`src/rtl/core/urlpd_pkg.sv`:
```
`timescale 1ns / 1ps
`default_nettype none
// ----------------------------------------------------------------------------
// URL percent decoder - shared package
// Types, codes, character constants and the hex digit decode used by the
// decoder core, the result queue and the checker.
// ----------------------------------------------------------------------------
package urlpd_pkg;

    // Counter width default (produced and consumed counters)
    localparam int unsigned COUNT_WIDTH_DEF = 16;

    // Result queue depth: room for two items of results in flight
    localparam int unsigned RES_DEPTH = 4;

    // Configuration register indexes
    localparam int unsigned CFG_IDX_W = 2;
    localparam logic [CFG_IDX_W-1:0] CFG_DEST_CAPACITY = 2'd0;
    localparam logic [CFG_IDX_W-1:0] CFG_LIMIT_ENABLE  = 2'd1;
    localparam logic [CFG_IDX_W-1:0] CFG_INPUT_LIMIT   = 2'd2;
    localparam int unsigned CFG_DATA_W = 16;

    // Register reset values
    localparam logic [15:0] DEST_CAPACITY_RST = 16'hFFFF;
    localparam logic        LIMIT_ENABLE_RST  = 1'b0;
    localparam logic [15:0] INPUT_LIMIT_RST   = 16'hFFFF;

    // Character constants
    localparam logic [7:0] CHR_NUL     = 8'h00;
    localparam logic [7:0] CHR_PERCENT = 8'h25;
    localparam logic [7:0] CHR_DIGIT0  = 8'h30;
    localparam logic [7:0] CHR_DIGIT9  = 8'h39;
    localparam logic [7:0] CHR_UPPER_A = 8'h41;
    localparam logic [7:0] CHR_UPPER_F = 8'h46;
    localparam logic [7:0] CHR_LOWER_A = 8'h61;
    localparam logic [7:0] CHR_LOWER_F = 8'h66;

    // Status codes
    localparam logic [1:0] ST_OK      = 2'd0;
    localparam logic [1:0] ST_NOSPACE = 2'd1;
    localparam logic [1:0] ST_INVALID = 2'd2;

    // Decoder mode
    typedef enum logic [1:0] {
        MODE_NORMAL   = 2'd0,
        MODE_PERCENT  = 2'd1,
        MODE_FIRSTNIB = 2'd2
    } t_mode;

    // One result item
    typedef struct packed {
        logic [7:0]  out_byte;
        logic        is_end;
        logic [1:0]  status;
        logic [15:0] byte_count;
    } t_result;

    // Results caused by one item: data slot first, end slot second
    typedef struct packed {
        logic    data_vld;
        t_result data_res;
        logic    end_vld;
        t_result end_res;
    } t_push;

    // Hex digit decode: bit 4 set when the character is a hex digit
    function automatic logic [4:0] hex_decode(input logic [7:0] c);
        logic [4:0] res;
        res = 5'd0;
        if (c inside {[CHR_DIGIT0:CHR_DIGIT9]}) begin
            res = {1'b1, 4'(c - CHR_DIGIT0)};
        end else if (c inside {[CHR_UPPER_A:CHR_UPPER_F]}) begin
            res = {1'b1, 4'(c - CHR_UPPER_A + 8'd10)};
        end else if (c inside {[CHR_LOWER_A:CHR_LOWER_F]}) begin
            res = {1'b1, 4'(c - CHR_LOWER_A + 8'd10)};
        end
        return res;
    endfunction

endpackage
`default_nettype wire

```
`src/rtl/core/urlpd_core.sv`:
```
`timescale 1ns / 1ps
`default_nettype none
// ----------------------------------------------------------------------------
// URL percent decoder - decode core
// Holds the configuration registers and the per-string state, and turns one
// registered character into at most one data result and one end result.
// ----------------------------------------------------------------------------
module urlpd_core
    import urlpd_pkg::*;
#(
    parameter int unsigned COUNT_WIDTH = COUNT_WIDTH_DEF
) (
    input  wire logic                  i_clk,
    input  wire logic                  i_rst_n,
    input  wire logic                  i_cfg_wen,
    input  wire logic [CFG_IDX_W-1:0]  i_cfg_idx,
    input  wire logic [CFG_DATA_W-1:0] i_cfg_wdata,
    input  wire logic                  i_go,
    input  wire logic [7:0]            i_char,
    input  wire logic                  i_last,
    output t_push                      o_push
);

    // Width used for comparisons against the 16-bit registers
    localparam int unsigned EW = (COUNT_WIDTH > 16) ? COUNT_WIDTH : 16;
    localparam logic [COUNT_WIDTH-1:0] CNT_MAX = {COUNT_WIDTH{1'b1}};

    logic [15:0]            r_dest_capacity;
    logic                   r_limit_enable;
    logic [15:0]            r_input_limit;

    t_mode                  r_mode,     n_mode;
    logic [3:0]             r_high_nib, n_high_nib;
    logic [COUNT_WIDTH-1:0] r_produced, n_produced;
    logic [COUNT_WIDTH-1:0] r_consumed, n_consumed;
    logic [1:0]             r_err,      n_err;

    logic       take;
    logic       no_room;
    logic [4:0] hex;
    logic       emit;
    logic [7:0] emit_byte;
    logic [1:0] end_status;
    logic [EW-1:0] prod_ext;

    // Configuration registers
    always_ff @(posedge i_clk) begin
        if (!i_rst_n) begin
            r_dest_capacity <= DEST_CAPACITY_RST;
            r_limit_enable  <= LIMIT_ENABLE_RST;
            r_input_limit   <= INPUT_LIMIT_RST;
        end else if (i_cfg_wen) begin
            case (i_cfg_idx)
                CFG_DEST_CAPACITY: r_dest_capacity <= i_cfg_wdata;
                CFG_LIMIT_ENABLE:  r_limit_enable  <= i_cfg_wdata[0];
                CFG_INPUT_LIMIT:   r_input_limit   <= i_cfg_wdata;
                default: ;
            endcase
        end
    end

    // Item qualification and room check
    assign take = (i_char != CHR_NUL) && (r_err == ST_OK) &&
                  !(r_limit_enable && (EW'(r_consumed) >= EW'(r_input_limit)));
    assign no_room = (EW'(r_produced) >= EW'(r_dest_capacity)) ||
                     (r_produced == CNT_MAX);
    assign hex = hex_decode(i_char);

    // Next state and results
    always_comb begin
        n_mode     = r_mode;
        n_high_nib = r_high_nib;
        n_produced = r_produced;
        n_consumed = r_consumed;
        n_err      = r_err;
        emit       = 1'b0;
        emit_byte  = i_char;
        end_status = ST_OK;

        if (take) begin
            if (r_consumed != CNT_MAX) begin
                n_consumed = r_consumed + 1'b1;
            end
            case (r_mode)
                MODE_PERCENT: begin
                    if (!hex[4]) begin
                        n_err = ST_INVALID;
                    end else begin
                        n_high_nib = hex[3:0];
                        n_mode     = MODE_FIRSTNIB;
                    end
                end
                MODE_FIRSTNIB: begin
                    // space is checked before the digit
                    if (no_room) begin
                        n_err = ST_NOSPACE;
                    end else if (!hex[4]) begin
                        n_err = ST_INVALID;
                    end else begin
                        emit       = 1'b1;
                        emit_byte  = {r_high_nib, hex[3:0]};
                        n_high_nib = 4'd0;
                        n_mode     = MODE_NORMAL;
                    end
                end
                default: begin
                    if (i_char == CHR_PERCENT) begin
                        n_mode = MODE_PERCENT;
                    end else if (no_room) begin
                        n_err = ST_NOSPACE;
                    end else begin
                        emit = 1'b1;
                    end
                end
            endcase
            if (emit) begin
                n_produced = r_produced + 1'b1;
            end
        end

        // end status: unfinished escape counts as invalid
        end_status = n_err;
        if (n_err == ST_OK && n_mode != MODE_NORMAL) begin
            end_status = ST_INVALID;
        end
        prod_ext = EW'(n_produced);

        o_push.data_vld            = i_go && emit;
        o_push.data_res.out_byte   = emit_byte;
        o_push.data_res.is_end     = 1'b0;
        o_push.data_res.status     = ST_OK;
        o_push.data_res.byte_count = prod_ext[15:0];
        o_push.end_vld             = i_go && i_last;
        o_push.end_res.out_byte    = 8'd0;
        o_push.end_res.is_end      = 1'b1;
        o_push.end_res.status      = end_status;
        o_push.end_res.byte_count  = prod_ext[15:0];

        // last item rearms the decoder
        if (i_last) begin
            n_mode     = MODE_NORMAL;
            n_high_nib = 4'd0;
            n_produced = '0;
            n_consumed = '0;
            n_err      = ST_OK;
        end
    end

    // Per-string state
    always_ff @(posedge i_clk) begin
        if (!i_rst_n) begin
            r_mode     <= MODE_NORMAL;
            r_high_nib <= 4'd0;
            r_produced <= '0;
            r_consumed <= '0;
            r_err      <= ST_OK;
        end else if (i_go) begin
            r_mode     <= n_mode;
            r_high_nib <= n_high_nib;
            r_produced <= n_produced;
            r_consumed <= n_consumed;
            r_err      <= n_err;
        end
    end

endmodule
`default_nettype wire

```
`src/rtl/core/urlpd_resq.sv`:
```
`timescale 1ns / 1ps
`default_nettype none
// ----------------------------------------------------------------------------
// URL percent decoder - result queue
// Small register queue that takes up to two results per cycle in order and
// presents the oldest one to the output stream.
// ----------------------------------------------------------------------------
module urlpd_resq
    import urlpd_pkg::*;
(
    input  wire logic i_clk,
    input  wire logic i_rst_n,
    input  t_push     i_push,
    output logic      o_room2,
    output logic      o_valid,
    output t_result   o_res,
    input  wire logic i_pop
);

    localparam int unsigned PW = $clog2(RES_DEPTH);
    localparam int unsigned CW = $clog2(RES_DEPTH + 1);

    t_result         r_mem [RES_DEPTH];
    logic [PW-1:0]   r_wr_ptr, n_wr_ptr;
    logic [PW-1:0]   r_rd_ptr, n_rd_ptr;
    logic [CW-1:0]   r_count,  n_count;
    logic [PW-1:0]   end_ptr;
    logic            pop;

    assign o_valid = (r_count != '0);
    assign o_res   = r_mem[r_rd_ptr];
    assign o_room2 = (r_count <= CW'(RES_DEPTH - 2));
    assign pop     = i_pop && o_valid;
    assign end_ptr = i_push.data_vld ? PW'(r_wr_ptr + 1'b1) : r_wr_ptr;

    // Pointer and fill bookkeeping
    always_comb begin
        n_wr_ptr = PW'(r_wr_ptr + PW'(i_push.data_vld) + PW'(i_push.end_vld));
        n_rd_ptr = pop ? PW'(r_rd_ptr + 1'b1) : r_rd_ptr;
        n_count  = CW'(r_count + CW'(i_push.data_vld) + CW'(i_push.end_vld)
                       - CW'(pop));
    end

    always_ff @(posedge i_clk) begin
        if (!i_rst_n) begin
            r_wr_ptr <= '0;
            r_rd_ptr <= '0;
            r_count  <= '0;
        end else begin
            r_wr_ptr <= n_wr_ptr;
            r_rd_ptr <= n_rd_ptr;
            r_count  <= n_count;
        end
    end

    // Storage: data result first, end result behind it
    always_ff @(posedge i_clk) begin
        if (i_push.data_vld) begin
            r_mem[r_wr_ptr] <= i_push.data_res;
        end
        if (i_push.end_vld) begin
            r_mem[end_ptr] <= i_push.end_res;
        end
    end

endmodule
`default_nettype wire

```
`src/rtl/core/url_percent_decoder_unit.sv`:
```
`timescale 1ns / 1ps
`default_nettype none
// ----------------------------------------------------------------------------
// URL percent decoder - top level
// Decodes a stream of percent-encoded characters into bytes, one character
// per item, with an end-of-string status item after the last character.
// ----------------------------------------------------------------------------
// Takes one character per clock cycle while the queue has room. Each accepted
// item is held in an input register and decoded by the core once the result
// queue has room for two results. Its results (a data byte, an end status, or
// both) go into a four-entry result queue as the item leaves the input
// register. The input keeps taking an item every cycle as long as the queue has
// room for two results; an item that yields both a byte and an end status puts
// two items into the queue, which drains at one per cycle while m_axis_tready
// is high. Errors are sticky until the item with tlast; the end item carries
// the status in tuser and the byte count in tdata, then the decoder starts
// afresh. The user writes the configuration registers (index 0 destination
// capacity, 1 limit enable, 2 input limit) through i_cfg_* while the stream
// is idle; the block does not enforce this.
module url_percent_decoder_unit
    import urlpd_pkg::*;
#(
    parameter int unsigned COUNT_WIDTH = COUNT_WIDTH_DEF
) (
    input  wire logic                  i_clk,
    input  wire logic                  i_rst_n,
    // configuration write port
    input  wire logic                  i_cfg_wen,
    input  wire logic [CFG_IDX_W-1:0]  i_cfg_idx,
    input  wire logic [CFG_DATA_W-1:0] i_cfg_wdata,
    // encoded character stream
    input  wire logic                  s_axis_tvalid,
    output logic                       s_axis_tready,
    input  wire logic [7:0]            s_axis_tdata,  // [7:0] in_char
    input  wire logic                  s_axis_tlast,  // in_last
    // decoded result stream
    output logic                       m_axis_tvalid,
    input  wire logic                  m_axis_tready,
    output logic [23:0]                m_axis_tdata,  // [7:0] out_byte, [23:8] byte_count
    output logic                       m_axis_tlast,  // is_end
    output logic [1:0]                 m_axis_tuser   // status
);

    logic       r_in_valid;
    logic [7:0] r_in_char;
    logic       r_in_last;
    logic       room2;
    logic       go;
    logic       in_acc;
    t_push      push;
    t_result    head;

    // Input register stage
    assign go            = r_in_valid && room2;
    assign s_axis_tready = !r_in_valid || go;
    assign in_acc        = s_axis_tvalid && s_axis_tready;

    always_ff @(posedge i_clk) begin
        if (!i_rst_n) begin
            r_in_valid <= 1'b0;
        end else if (in_acc) begin
            r_in_valid <= 1'b1;
        end else if (go) begin
            r_in_valid <= 1'b0;
        end
    end

    always_ff @(posedge i_clk) begin
        if (in_acc) begin
            r_in_char <= s_axis_tdata;
            r_in_last <= s_axis_tlast;
        end
    end

    urlpd_core #(
        .COUNT_WIDTH (COUNT_WIDTH)
    ) u_core (
        .i_clk       (i_clk),
        .i_rst_n     (i_rst_n),
        .i_cfg_wen   (i_cfg_wen),
        .i_cfg_idx   (i_cfg_idx),
        .i_cfg_wdata (i_cfg_wdata),
        .i_go        (go),
        .i_char      (r_in_char),
        .i_last      (r_in_last),
        .o_push      (push)
    );

    urlpd_resq u_resq (
        .i_clk   (i_clk),
        .i_rst_n (i_rst_n),
        .i_push  (push),
        .o_room2 (room2),
        .o_valid (m_axis_tvalid),
        .o_res   (head),
        .i_pop   (m_axis_tready)
    );

    // Output packing
    assign m_axis_tdata = {head.byte_count, head.out_byte};
    assign m_axis_tlast = head.is_end;
    assign m_axis_tuser = head.status;

endmodule
`default_nettype wire

```
`config.mk`:
```
export PLATFORM = sky130hd
export DESIGN_NAME = url_percent_decoder_unit
export DESIGN_NICKNAME = d
export VERILOG_FILES = /design/src/rtl/core/urlpd_pkg.sv /design/src/rtl/core/urlpd_core.sv /design/src/rtl/core/urlpd_resq.sv /design/src/rtl/core/url_percent_decoder_unit.sv
export SDC_FILE = /design/constraint.sdc
export NUM_CORES = 1
export LEC_CHECK = 0
export ABC_AREA = 1
export BUFFER_PORTS_ARGS = -buffer_cell sky130_fd_sc_hd__buf_2
export CORE_MARGIN = 5
export CORE_UTILIZATION = 30
export DETAILED_ROUTE_END_ITERATION = 6
export SLEW_MARGIN = 15
export SYNTH_ARGS = -nofsm -noshare
export SYNTH_HDL_FRONTEND = slang
export SYNTH_HIERARCHICAL = 1
export SYNTH_SLANG_ARGS = --single-unit
```
`constraint.sdc`:
```
create_clock -name i_clk -period 5.5 [get_ports i_clk]
set_input_delay 1.1 -clock i_clk [delete_from_list [all_inputs] [get_ports i_clk]]
set_output_delay 1.1 -clock i_clk [all_outputs]
set_load 0.01 [all_outputs]
```
; ---- Word level (Yosys, flattened, before mapping)
; Memories as Yosys holds them, arrays and structs flattened. A register that Yosys moved wholly into a read port is not among the register bits.
; Cells that the tools add are included.
[op_classes]
eq_ne = 10
reduce_logical = 31
order_cmp = 9
addsub = 14
n_mux = 50
[ops]
columns = cell, count
row1 = 16-bit 2-to-1 mux, 6
row2 = 16-bit by 1-bit adder with 16-bit output (second input constant), 2
row3 = 16-bit greater-or-equal comparator, 2
row4 = 2-bit 2-to-1 mux, 16
row5 = 8-bit 2-to-1 mux, 4
row6 = 4-bit 2-to-1 mux, 5
row7 = 16-bit equality test (second input constant), 1
row8 = 8-bit by 7-bit greater-or-equal comparator with 1-bit output (second input constant), 2
row9 = 8-bit by 7-bit less-or-equal comparator with 1-bit output (second input constant), 2
row10 = 16-bit inequality test (second input constant), 1
row11 = 5-bit 2-to-1 mux, 3
row12 = 1-bit logical AND, 12
row13 = 1-bit 2-to-1 mux, 12
row14 = 4-bit by 1-bit subtractor with 4-bit output (second input constant), 3
row15 = 4-bit adder (second input constant), 2
row16 = 8-bit by 6-bit equality test with 1-bit output (second input constant), 1
row17 = 8-bit by 6-bit greater-or-equal comparator with 1-bit output (second input constant), 1
row18 = 8-bit by 6-bit less-or-equal comparator with 1-bit output (second input constant), 1
row19 = 2-bit case mux with 2 select lines, 2
row20 = 4-bit case mux with 2 select lines, 1
row21 = 2-bit nonzero test, 4
row22 = 8-bit nonzero test, 1
row23 = 3-bit by 1-bit adder with 3-bit output, 2
row24 = 2-bit logical NOT, 3
row25 = 15 further kinds, 25
[totals]
n_memories = 1
mem_bits_rw = 108
word_cells = 129
input_bits = 32
regBits = 90
output_inout_bits = 29
[memory_table]
columns = memory, words, width, rd, rd_clocked_by_memory_dff, write_ports, line
row1 = u_resq.r_mem, 4, 27, 1, 1, 2, urlpd_resq.sv:23  ; t_result r_mem [RES_DEPTH];

; ---- Depth between registers and ports, before layout
[logic_depth]
depth_word = 14
depth_mapped = 25
ltp_nobuf = 23

; ---- Modules after synthesis
; Netlist, hierarchy kept.
[modules_own_cells]
columns = module, seq_area_each_um2, instances, area_each_um2, cells_each
row1 = urlpd_resq, 3423.3, 1, 6206.0, 697
row2 = urlpd_core, 1461.4, 1, 5235.0, 785
row3 = url_percent_decoder_unit, 290.3, 1, 329.1, 18

; ---- Worst setup path after synthesis
; OpenSTA, ideal clock, no wires.
[synth_path]
kind = flip-flop to flip-flop
startpoint = register u_core.r_produced[9]
endpoint = memory u_resq/r_mem[0][0] (netlist bit), enable pin
setup_ns = 0.384
slack_ns = 2.110
n_path_buf = 4
required_ns = 5.116
t_arrival_ns = 3.006
period_less_slack_ns = 3.390
path_stages_with_launch = 21
path_cell_list = dfxtp_1 ha_1 nand2_1 nand2_1 nand2_1 nand2_1 nand2_1 nand2_1 nor2_1 nand4_2 nand2_2 buf_6 nand3_4 nor2_1 buf_6 nand2_1 nand2_2 buf_6 nand3_4 buf_6 nand2_1
[synth_lines]
columns = element, line
row1 = from (decl), urlpd_core.sv:34  ; logic [COUNT_WIDTH-1:0] r_produced, n_produced;
row2 = from (signal assigned), urlpd_core.sv:160  ; r_produced <= n_produced;
row3 = to (decl), urlpd_resq.sv:23

==> impl_summary.txt <==
----------------------------------------------------
[Run status]
  Result of the run ... finished clean

[Finish]
  Non-Filler Instances ... about 2000
  Design Area, Final ... ~13000 um2
  Layout net count ... 1582
  Fraction of layout cells with a size suffix above 1 ... 10.9%
  Ant diodes ... 0
  Synth-to-Final Area Change ... 8.92%

[Timing]
  Post-route worst hold slack ... around 470 ps
  Final period util ... 84.8%
  RSZ-0062 raised after global routing ... false
  Setup tns final ... 0 ps
  Tightest Pin Transition ... around 910 ps
  Max-slew violation count ... 0
  Achievable Freq ... 0.214 GHz
  Worst Skew ... 12.4 ps
  Post-layout minimum cycle time ... 4670 ps
  Setup violation total in the final timing report ... 0
  Total count of hold-check failures in the final report ... 0
  Relative max-transition margin ... 39.2%

[GRT]
  Wire length of the first global-routing pass ... roughly 50 mm
  Number of antenna violations at the first check in global routing ... 0
  Largest net degree at the start of global routing ... 55
  Remaining global-route overflow ... 0
  Total global routing track utilization ... 14.1%
  Number of global-route vias before repair ... 9230

[Worst setup path]
  Crit. End Element ... register
  CP startpoint kind ... register
  FF-to-FF setup slack ... between 800 and 900 ps
  First element of the critical path ... u_core/r_input_limit[15]$_SDFFE_PN1P_
  Critical path type ... register to register
  CP required ... 5600 ps
  Worst R2R Start ... u_core/r_input_limit[15]$_SDFFE_PN1P_
  CP Data Arrival Time ... 4760 ps
  Worst Path Max Fanout ... 28

[Route]
  Average wire length per cell after detail routing ... 15.1 um
  Via-per-instance ratio ... slightly below 5
  First-pass iteration count of the detailed router ... 6
  Final routed wirelength across all metal layers ... roughly 31 mm
  Total number of vias ... 9916
  Post-DRT Antenna Nets ... 0
  Detailed Route Iter0 Violations ... 974
  DRC violation count after routing ... 0

[Synthesis]
  EDFF count, synth ... 117
  Warnings from Yosys ... 6
  Primary FF master, synth ... sky130_fd_sc_hd__edfxtp_1
  Dominant cell by count in the synthesized netlist ... sky130_fd_sc_hd__nand2_1
  Instance count of the mapped netlist ... 1500
  Mean area per synthesized cell ... 7.85 um2
  Share of flip-flops with an asynchronous set or reset after synthesis ... 0%
  Cell area after synthesis ... 11800 um2
  Cell accounting for the most synthesized area ... sky130_fd_sc_hd__edfxtp_1
  Proportion of netlist area held by the largest area contributor ... 29.9%
  Number of synthesized register bits ... 200
  Sequential share of the synthesized area ... 44.0%
  Count of cell types in the netlist ... 43
  Most frequent cells after synthesis ... sky130_fd_sc_hd__nand2_1 (513), sky130_fd_sc_hd__inv_1 (121), sky130_fd_sc_hd__edfxtp_1 (117), sky130_fd_sc_hd__nor2_1 (101), sky130_fd_sc_hd__dfxtp_1 (83)
  Biggest area contributors in the synthesized netlist ... sky130_fd_sc_hd__edfxtp_1 (30%), sky130_fd_sc_hd__nand2_1 (16%), sky130_fd_sc_hd__dfxtp_1 (14%)

[Floorplan]
  Die width ... 208 um
  Std cell rows ... 72
  Initial Utilization ... 30.4%
  IO Count ... roughly 60
  Total Die Area ... 43300 um2
  Std-Cell Core Area ... 38700 um2
  Vertical die dimension ... 208 um

[Clock tree]
  Root Driver ... sky130_fd_sc_hd__clkbuf_16
  Clock Sinks ... 200
  Clock tree from TritonCTS ... done
  H-tree depth ... 4
  Cts repair resizes ... 0
  Maximum count of clock buffers along a single path ... 2
  Clock buffers created by TritonCTS ... 17
  Worst skew pair latency ... 450 ps
  Post-CTS Setup Repair Bufs ... 0
  Clock-pin slew on the worst setup and hold paths ... 80 ps
  Count of hold buffers inserted by post-cts repair ... 0

[Pwr]
  Total leakage power ... 5.55 nW
  Overall power ... 4.22 mW
  Maximum vdd drop ... ~0.26 mV
  Total power density per cell area ... ~330 nW/um2

[Job]
  Total of max-cap violations ... 0

[Place]
  Final weighted congestion of routability-driven global placement ... 0.838
  Post-Place Cells ... 2000
  Placed Area ... 12200 um2
  Port Buffers ... 60
  DP HPWL ... 21.2 mm

[Hold path]
  Worst min-delay path startpoint ... u_core/r_high_nib[0]$_SDFFE_PN0P_
  Class of the tightest hold or removal check ... register to register

----------------------------------------------------
## kinds of logic after synthesis
logic type,share of synthesized area (%)
AO/OA/AOI/OAI,10.1
XOR/XNOR,1.04
adder cells (fa/ha/maj),5.40
buffers and inverters,9.77
flip-flops,44.0
other,0.0638
AND/OR/NAND/NOR,29.6
## through the flow
step           setup slack (ps)  util (%)
4_1_cts                     863      33.1
2_1_floorplan              2110         -
5_1_grt                     422      33.1
3_5_place_dp                881      31.6
3_3_place_gp               1010      31.6
6_report                    834      33.1
## cell usage in the layout, fill, tap and decap left out, types with 17 or more instances in the layout
| cell | instances |
|---|---|
| sky130_fd_sc_hd__o21ai_0 | 74 |
| sky130_fd_sc_hd__nand2_2 | 17 |
| sky130_fd_sc_hd__nor2_1 | 101 |
| sky130_fd_sc_hd__a21oi_1 | 56 |
| sky130_fd_sc_hd__inv_1 | 120 |
| sky130_fd_sc_hd__nand3_1 | 45 |
| sky130_fd_sc_hd__buf_4 | 17 |
| sky130_fd_sc_hd__clkbuf_16 | 17 |
| sky130_fd_sc_hd__o22ai_1 | 30 |
| sky130_fd_sc_hd__nand4_1 | 71 |
| sky130_fd_sc_hd__o211ai_1 | 32 |
| sky130_fd_sc_hd__ha_1 | 46 |
| sky130_fd_sc_hd__edfxtp_1 | 117 |
| sky130_fd_sc_hd__buf_2 | 60 |
| sky130_fd_sc_hd__nand2_1 | 513 |
| sky130_fd_sc_hd__dfxtp_1 | 83 |
## critical path: stages, from the launching register on
cell	delay, ps
sky130_fd_sc_hd__dfxtp_1	310
sky130_fd_sc_hd__inv_1	50
sky130_fd_sc_hd__ha_1	320
sky130_fd_sc_hd__a21oi_1	150
sky130_fd_sc_hd__o21ai_0	110
sky130_fd_sc_hd__nor2_1	120
sky130_fd_sc_hd__nand3_1	80
sky130_fd_sc_hd__nand2_1	100
sky130_fd_sc_hd__nand2_1	270
sky130_fd_sc_hd__inv_2	470
sky130_fd_sc_hd__nand3_4	150
sky130_fd_sc_hd__nor2_1	560
sky130_fd_sc_hd__nand2_1	200
sky130_fd_sc_hd__nand2_2	480
sky130_fd_sc_hd__nand3_4	390
sky130_fd_sc_hd__nand2_1	150
sky130_fd_sc_hd__buf_4	380
## where the power goes
part	leakage (nW)	total [mW]	internal, mW	switching (mW)
registers	1.76	1.80	1.75	0.0556
logic	3.50	1.14	0.314	0.825
clock network	0.289	1.28	0.660	0.617
total	5.55	4.22	2.72	1.50
## path summary, 6_finish.rpt
path,to,depth (start not counted)
hold / removal,u_core/r_high_nib[0]$_SDFFE_PN0P_,2
setup reg to reg,u_resq/r_mem[3][20]$_DFFE_PP_,16
setup / recovery,u_resq/r_mem[3][20]$_DFFE_PP_,16
hold reg to reg,u_core/r_high_nib[0]$_SDFFE_PN0P_,2
## state kept, by name, indices dropped and copies added (netlist names), 2 cells and up, named ones only
signal and flops:
u_core/r_dest_capacity 16, u_resq/r_mem 108, u_core/r_err 2, u_resq/r_wr_ptr 2, r_in_char 8, u_core/r_high_nib 4
u_resq/r_rd_ptr 2, u_core/r_mode 2, u_core/r_produced 16, u_resq/r_count 3, u_core/r_input_limit 16, u_core/r_consumed 16
## routing by layer
metal	part of all wire (%)	routed length (um)	global-route usage, %	up-vias
li1	-	-	-	4959
met1	47	14500	20.1	4658
met2	46	14100	22.3	273
met3	6.0	1850	2.41	26
met4	1.1	325	3.40	0
met5	0	0	0	-
## layout make-up
class                   instances  area (um2)
multi-input cells            1078        5490
flip-flops and latches        200        5170
well taps                     518         648
fillers                      4100       25900
repair buffers                 77         428
clock inverters                13         151
inverters                     127         482
clock buffers                  19         443
(Power assumes the default switching activity.)
